--- config.mk ---
export PLATFORM = sky130hd
export DESIGN_NAME = hex_color_string_parser_core
export DESIGN_NICKNAME = d
export VERILOG_FILES = /design/src/hw/rtl/hcsp_pkg.sv /design/src/hw/rtl/hex_color_string_parser_core.sv
export SDC_FILE = /design/constraint.sdc
export NUM_CORES = 1
export LEC_CHECK = 0
export ABC_AREA = 1
export BUFFER_PORTS_ARGS = -buffer_cell sky130_fd_sc_hd__buf_2
export CAP_MARGIN = 25
export CORE_MARGIN = 1
export CORE_UTILIZATION = 42
export CTS_CLUSTER_SIZE = 10
export DETAILED_ROUTE_END_ITERATION = 10
export HOLD_SLACK_MARGIN = 0.02
export PLACE_DENSITY = 0.65
export SYNTH_ARGS = -nofsm -noshare
export SYNTH_HDL_FRONTEND = slang
export SYNTH_SLANG_ARGS = --single-unit
--- constraint.sdc ---
create_clock -name clk -period 7.1 [get_ports clk]
set_input_delay 1.065 -clock clk [delete_from_list [all_inputs] [get_ports clk]]
set_output_delay 1.065 -clock clk [all_outputs]
set_load 0.03 [all_outputs]
--- src/hw/rtl/hcsp_pkg.sv ---
// Package for the hex color string parser: phase type, character helpers, constants.
package hcsp_pkg;

  typedef enum logic [2:0] {
    PH_LEAD  = 3'd0,
    PH_ZERO  = 3'd1,
    PH_CORE  = 3'd2,
    PH_TRAIL = 3'd3
  } phase_t;

  localparam logic [7:0]  CH_HASH  = 8'h23;
  localparam logic [7:0]  CH_ZERO  = 8'h30;
  localparam logic [7:0]  CH_LOW_X = 8'h78;
  localparam logic [7:0]  CH_UP_X  = 8'h58;
  localparam logic [3:0]  CNT_MAX  = 4'd9;
  localparam logic [31:0] COLOR_WHITE = 32'hFFFF_FFFF;

  function automatic logic is_space(input logic [7:0] c);
    return (c == 8'h20) || (c == 8'h09) || (c == 8'h0D) || (c == 8'h0A);
  endfunction

  function automatic logic is_hex(input logic [7:0] c);
    return (c inside {[8'h30:8'h39]}) || (c inside {[8'h61:8'h66]}) ||
           (c inside {[8'h41:8'h46]});
  endfunction

  function automatic logic [3:0] nibble_of(input logic [7:0] c);
    logic [3:0] v;
    if (c inside {[8'h30:8'h39]}) begin
      v = c[3:0];
    end else begin
      v = 4'(c[2:0] + 3'd1) + 4'd8;
    end
    return v;
  endfunction

  function automatic logic [3:0] sat_inc(input logic [3:0] n);
    return (n < CNT_MAX) ? n + 4'd1 : n;
  endfunction

endpackage

--- src/hw/rtl/hex_color_string_parser_core.sv ---
// Hex color string parser: per-character parse state and color result register.
// A result is registered into the output register when its last character leaves the input stage.
// Throughput: one character per cycle, except that a last character stalls until the result register is free.
// The input stage holds one request; a last character waits there while a result is pending.
// Reset (synchronous, rst_n low): parse state cleared, stored color set to opaque white.
module hex_color_string_parser_core (
  input  logic       clk,
  input  logic       rst_n,
  input  logic       in_valid,
  output logic       in_ready,
  input  logic       in_has_char,
  input  logic [7:0] in_char_code,
  input  logic       in_is_last,
  output logic       out_valid,
  input  logic       out_ready,
  output logic       out_ok,
  output logic [7:0] out_red,
  output logic [7:0] out_green,
  output logic [7:0] out_blue,
  output logic [7:0] out_alpha
);

  logic                s1_valid_r;
  logic                s1_has_r;
  logic [7:0]          s1_char_r;
  logic                s1_last_r;

  hcsp_pkg::phase_t    phase_r, phase_nxt;
  logic [31:0]         buf_r, buf_nxt;
  logic [3:0]          cnt_r, cnt_nxt;
  logic                err_r, err_nxt;
  logic [31:0]         color_r, color_nxt;

  logic                out_valid_r;
  logic                out_ok_r, ok_nxt;
  logic [31:0]         out_color_r;

  logic                out_free;
  logic                s1_adv;

  hcsp_pkg::phase_t    ph;
  logic [31:0]         dbuf;
  logic [3:0]          dcnt;
  logic                derr;
  logic                push0;
  logic                core;

  assign out_free = !out_valid_r || out_ready;
  assign s1_adv   = s1_valid_r && (!s1_last_r || out_free);
  assign in_ready = !s1_valid_r || s1_adv;

  always_comb begin
    ph    = phase_r;
    dbuf  = buf_r;
    dcnt  = cnt_r;
    derr  = err_r;
    push0 = 1'b0;
    core  = 1'b0;
    if (s1_has_r) begin
      case (phase_r)
        hcsp_pkg::PH_LEAD: begin
          if (!hcsp_pkg::is_space(s1_char_r)) begin
            if (s1_char_r == hcsp_pkg::CH_HASH) begin
              ph = hcsp_pkg::PH_CORE;
            end else if (s1_char_r == hcsp_pkg::CH_ZERO) begin
              ph = hcsp_pkg::PH_ZERO;
            end else begin
              ph   = hcsp_pkg::PH_CORE;
              core = 1'b1;
            end
          end
        end
        hcsp_pkg::PH_ZERO: begin
          ph = hcsp_pkg::PH_CORE;
          if (s1_char_r != hcsp_pkg::CH_LOW_X && s1_char_r != hcsp_pkg::CH_UP_X) begin
            push0 = 1'b1;
            core  = 1'b1;
          end
        end
        hcsp_pkg::PH_CORE: begin
          core = 1'b1;
        end
        default: begin
          if (!hcsp_pkg::is_space(s1_char_r)) derr = 1'b1;
        end
      endcase
    end
    if (push0) begin
      dbuf = {dbuf[27:0], 4'h0};
      dcnt = hcsp_pkg::sat_inc(dcnt);
    end
    if (core) begin
      if (hcsp_pkg::is_space(s1_char_r)) begin
        ph = hcsp_pkg::PH_TRAIL;
      end else if (hcsp_pkg::is_hex(s1_char_r)) begin
        dbuf = {dbuf[27:0], hcsp_pkg::nibble_of(s1_char_r)};
        dcnt = hcsp_pkg::sat_inc(dcnt);
      end else begin
        derr = 1'b1;
      end
    end

    phase_nxt = ph;
    buf_nxt   = dbuf;
    cnt_nxt   = dcnt;
    err_nxt   = derr;
    color_nxt = color_r;
    ok_nxt    = 1'b0;

    if (s1_last_r) begin
      if (ph == hcsp_pkg::PH_ZERO) begin
        dbuf = {dbuf[27:0], 4'h0};
        dcnt = hcsp_pkg::sat_inc(dcnt);
      end
      if (!derr) begin
        case (dcnt)
          4'd3: begin
            ok_nxt    = 1'b1;
            color_nxt = {{2{dbuf[11:8]}}, {2{dbuf[7:4]}}, {2{dbuf[3:0]}}, 8'hFF};
          end
          4'd4: begin
            ok_nxt    = 1'b1;
            color_nxt = {{2{dbuf[15:12]}}, {2{dbuf[11:8]}}, {2{dbuf[7:4]}},
                         {2{dbuf[3:0]}}};
          end
          4'd6: begin
            ok_nxt    = 1'b1;
            color_nxt = {dbuf[23:0], 8'hFF};
          end
          4'd8: begin
            ok_nxt    = 1'b1;
            color_nxt = dbuf;
          end
          default: begin
            ok_nxt = 1'b0;
          end
        endcase
      end
      phase_nxt = hcsp_pkg::PH_LEAD;
      buf_nxt   = '0;
      cnt_nxt   = '0;
      err_nxt   = 1'b0;
    end
  end

  always_ff @(posedge clk) begin
    if (!rst_n) begin
      s1_valid_r <= 1'b0;
    end else if (in_ready) begin
      s1_valid_r <= in_valid;
    end
  end

  always_ff @(posedge clk) begin
    if (in_ready && in_valid) begin
      s1_has_r  <= in_has_char;
      s1_char_r <= in_char_code;
      s1_last_r <= in_is_last;
    end
  end

  always_ff @(posedge clk) begin
    if (!rst_n) begin
      phase_r <= hcsp_pkg::PH_LEAD;
      buf_r   <= '0;
      cnt_r   <= '0;
      err_r   <= 1'b0;
      color_r <= hcsp_pkg::COLOR_WHITE;
    end else if (s1_adv) begin
      phase_r <= phase_nxt;
      buf_r   <= buf_nxt;
      cnt_r   <= cnt_nxt;
      err_r   <= err_nxt;
      color_r <= color_nxt;
    end
  end

  always_ff @(posedge clk) begin
    if (!rst_n) begin
      out_valid_r <= 1'b0;
    end else if (s1_adv && s1_last_r) begin
      out_valid_r <= 1'b1;
    end else if (out_ready) begin
      out_valid_r <= 1'b0;
    end
  end

  always_ff @(posedge clk) begin
    if (s1_adv && s1_last_r) begin
      out_ok_r    <= ok_nxt;
      out_color_r <= color_nxt;
    end
  end

  assign out_valid = out_valid_r;
  assign out_ok    = out_ok_r;
  assign out_red   = out_color_r[31:24];
  assign out_green = out_color_r[23:16];
  assign out_blue  = out_color_r[15:8];
  assign out_alpha = out_color_r[7:0];

`ifndef SYNTHESIS
  a_cnt_bound: assert property (@(posedge clk) disable iff (!rst_n)
    cnt_r <= hcsp_pkg::CNT_MAX)
    else $error("digit count above saturation");

  a_ok_matches_color: assert property (@(posedge clk) disable iff (!rst_n)
    out_valid_r |-> out_color_r == color_r)
    else $error("reported color differs from stored color");

  a_clear_after_last: assert property (@(posedge clk) disable iff (!rst_n)
    s1_adv && s1_last_r |=> phase_r == hcsp_pkg::PH_LEAD && cnt_r == 4'd0 && !err_r)
    else $error("parse state not cleared after last character");

  a_color_hold: assert property (@(posedge clk) disable iff (!rst_n)
    !(s1_adv && s1_last_r) |=> $stable(color_r))
    else $error("stored color changed without a finished string");

  a_no_spurious_out: assert property (@(posedge clk) disable iff (!rst_n)
    !out_valid_r && !(s1_adv && s1_last_r) |=> !out_valid_r)
    else $error("result appeared without a last character");
`endif

endmodule

==> results.md <==
- Clock Path Buffers: 2
- Gp weighted congestion: approximately 0.9
- Antenna Nets Post-Route: 0
- Gr usage total: 20.4%
- Sequential fraction of the synthesis area: 37.1%
- Overflow after GRT: 0
- Via/cell ratio: between 5 and 6
- Power density over the cells: 198 nW/um^2
- Cell taking the most area after synthesis: dfxtp_1
- HPWL Detailed: roughly 12000 um
- Crit path arrival time: 5.16 ns
- Post-Synthesis Cell Area: approximately 7500 um^2
- Total Routed Length: between 15000 and 20000 um
- Initial antenna violation count: 0
- Status: finished, final reports clean
- CTS tree: yes
- Slew headroom: between 30% and 40%
- Routed length per instance: 12.8 um
- Min-Delay Endpoint: buf_r[31]
- Worst clock skew: around 0.0075 ns
- Row Count: 48
- Peak VDD IR: 0.191 mV
- Nets: between 1000 and 1500
- Reg-to-Reg End: out_color_r[9]
- Hold-fix buffers, CTS: 0
- Layout cells sized above 1: a little over a tenth
- Worst Setup End Kind: register
- Clock power share: ~48%
- H-Tree Depth: 4
- Vias in the first global route: ~6400
- Core region area: between 15000 and 20000 um^2
- Cells after Synth: ~1100
- Reg clk slew, reported paths: approximately 0.050 ns
- I/O Pins: between 40 and 50
- Setup WS post-layout: ~2.1 ns
- DIE HEIGHT: between 100 and 150 um
- Max-slew violations: 0
- #FFs+latches synth: 117
- Gate power share: under 10%
- Lkg Pwr: about 0.0037 uW
- Die footprint: between 15000 and 20000 um^2
- Crit path launch: s1_char_r[0]
- Root buffer cell: clkbuf_16
- Die extent in x: 135 um
- Met2 wire len: 8030 um
- Post-route setup TNS: 0 ns
- Worst slew pin tran: between 0.9 and 1 ns
- Worst path most repeated cell: nand2_1
- CTS-repair resized insts: 0
- Hold Path Class: register to register
- Cells on Worst Hold Path: 2
- R2R depth: 21
- Hold Vio Cnt, Final: 0
- WL met1: ~8600 um
- CP cell instances: inv_1 -> ha_1 -> inv_1 -> o21ai_0 -> nand2_1 -> nand2_1 -> nor2_1 -> nor2_4 -> buf_4 -> inv_1 -> o21bai_1 -> nand2_2 -> nand2_1 -> nand2_1 -> a21oi_2 -> nand2_2 -> nand3_2 -> nand2_4 -> clkinv_4 -> nand2_1 -> and2_1
- DR vias: 6965
- Delay of the slowest critical-path stage: about 0.48 ns
- DRT iter0 DRCs: between 400 and 500
- Setup WS pre-CTS: roughly 2.1 ns
- R2r startpoint: s1_char_r[0]
- P&R area growth vs syn: 11.5%
- Max layer used: met4
- Top_reg_cell synth: dfxtp_1
- Fmax: approximately 200 MHz
- Starting Density: a little over two fifths
- Post-CTS Setup Inserts: 0
- CTS buffer count: 17
- Clock sink count: 117
- Worst setup path class: register to register
- Hold_sp: buf_r[31]
- Met3 wire length: roughly 840 um
- Avg Cell Area, Syn: 6.58 um^2
- Flop2flop setup slack: ~2.1 ns
- Unique masters post-synth: 40
- Unrepaired setup endpoints after global routing: no
- CP startpoint kind: register
- Area contributors post-synth: dfxtp_1 (20%), nand2_1 (18%), edfxtp_1 (17%), nand3_1 (9.2%), inv_1 (6.2%)
- Post-Syn Nets: between 1000 and 1500
- Max-cap violations: 0
- Largest net degree at the start of global routing: 57
- FFs w/ async S/R, synth: 0%
- Cell Int Power: 1240 uW
- Remaining DRCs: 0
- Most frequent cells in the layout: nand2_1 (353), nand3_1 (136), inv_1 (123)
- Net Sw Frac: roughly a quarter
- Worst-path fanout max: 47
- Final core occ: 48.1%
- Crit path time final: ~5 ns
- Post-synth EDFFs: 43
- Drt first pass iters: 5
- Filler cell count: approximately 1800
- Crit-path slowest cell: a21oi_2
- Sw power: 412 uW
- Worst EP required: 7.27 ns
- Setup violations, final: 0
- Commonest non-fill, non-tap cell in the layout: nand2_1
- First-pass GRT wire length: between 20000 and 30000 um
- Synth Warn #: 0
- Worst skew pair latency: around 0.42 ns
- Final worst path period share: roughly 70%
- Power share of the sequential group: between 40% and 50%
- I/O Buffers: 48
- Share of the synthesized area in the top cell type: between 10% and 20%
- Antenna diode count: 0
[cell type report]
class	count	area [um^2]	area share [%]
clock inverters	13	110	1.32
repair buffers	59	323	3.88
clock buffers	19	433	5.20
flip-flops and latches	117	2770	33.3
well taps	225	282	3.38
inverters	130	493	5.92
multi-input cells	824	3910	47.0
[cell families after synthesis]
logic type	after synthesis	share of synthesized area [%]
simple gates	635	36.9
buf+inv	193	10.7
compound gates	172	12.7
flops	117	37.1
fa+ha+maj	9	1.51
mux	6	0.805
xor+xnor	2	0.235
[per-layer routing]
| metal | up-vias | track usage (%) |
|---|---|---|
| li1 | 3670 | - |
| met4 | 0 | 6.49 |
| met2 | 152 | 32.8 |
| met3 | 18 | 4.45 |
| met1 | 3125 | 27.0 |
| met5 | - | 0 |
[flip-flops by register name, summed over array words and instances, names as in the netlist, 3 cells and up]
name,flops
s1_char_r,8
color_r,32
out_color_r,32
cnt_r,4
phase_r,3
buf_r,32
[Yosys cell counts, types with 6 or more instances]
cell type and instances:
o22ai_1 6, ha_1 9, buf_2 20, clkbuf_1 33, buf_4 6, dfxtp_1 74, edfxtp_1 43, o21ai_0 61
o21a_1 18, nor2_1 75, mux2i_1 6, nand2_1 354, nand2_2 9, and2_1 33, inv_1 123, a21oi_1 74
nand3b_1 9, nand3_1 137
[how the worst max path moves through the flow]
stage	endpoint	cells past startpoint	slack [ns]
6_report	out_color_r[9]	21	2.12
5_1_grt	out_color_r[27]	22	1.44
4_1_cts	out_color_r[9]	22	2.12
3_5_place_dp	out_color_r[16]	22	2.14
3_3_place_gp	out_color_r[5]	22	2.26
2_1_floorplan	out_color_r[10]	27	3.62
[per-stage QoR]
stage	cell area, um^2	instances	total power, uW	hold WS (ns)
2_1_floorplan	7460	1134	841	0.441
3_3_place_gp	7780	1355	871	0.448
3_5_place_dp	7780	1355	873	0.453
4_1_cts	8320	1387	1660	0.464
5_1_grt	8320	1387	1710	0.481
6_report	8320	1387	1650	0.463
[power groups by stage]
stage / Sequential, uW / Clock [uW] / Combinational (uW)
floorplan: 754 / 0 / 86.9
global placement: 746 / 0 / 125
detailed placement: 746 / 0 / 127
CTS: 732 / 804 / 127
global route: 734 / 831 / 143
finish: 732 / 791 / 127
[worst max-delay path, delay by kind of cell (launching register included)]
family	cells	cell delay, ns
AO/OA/AOI/OAI	3	1.09
adder cells (fa/ha/maj)	1	0.18
buffers and inverters	5	1.34
flip-flops	1	0.45
AND/OR/NAND/NOR	12	1.61
Note: power is estimated with default switching activity, not from simulation.
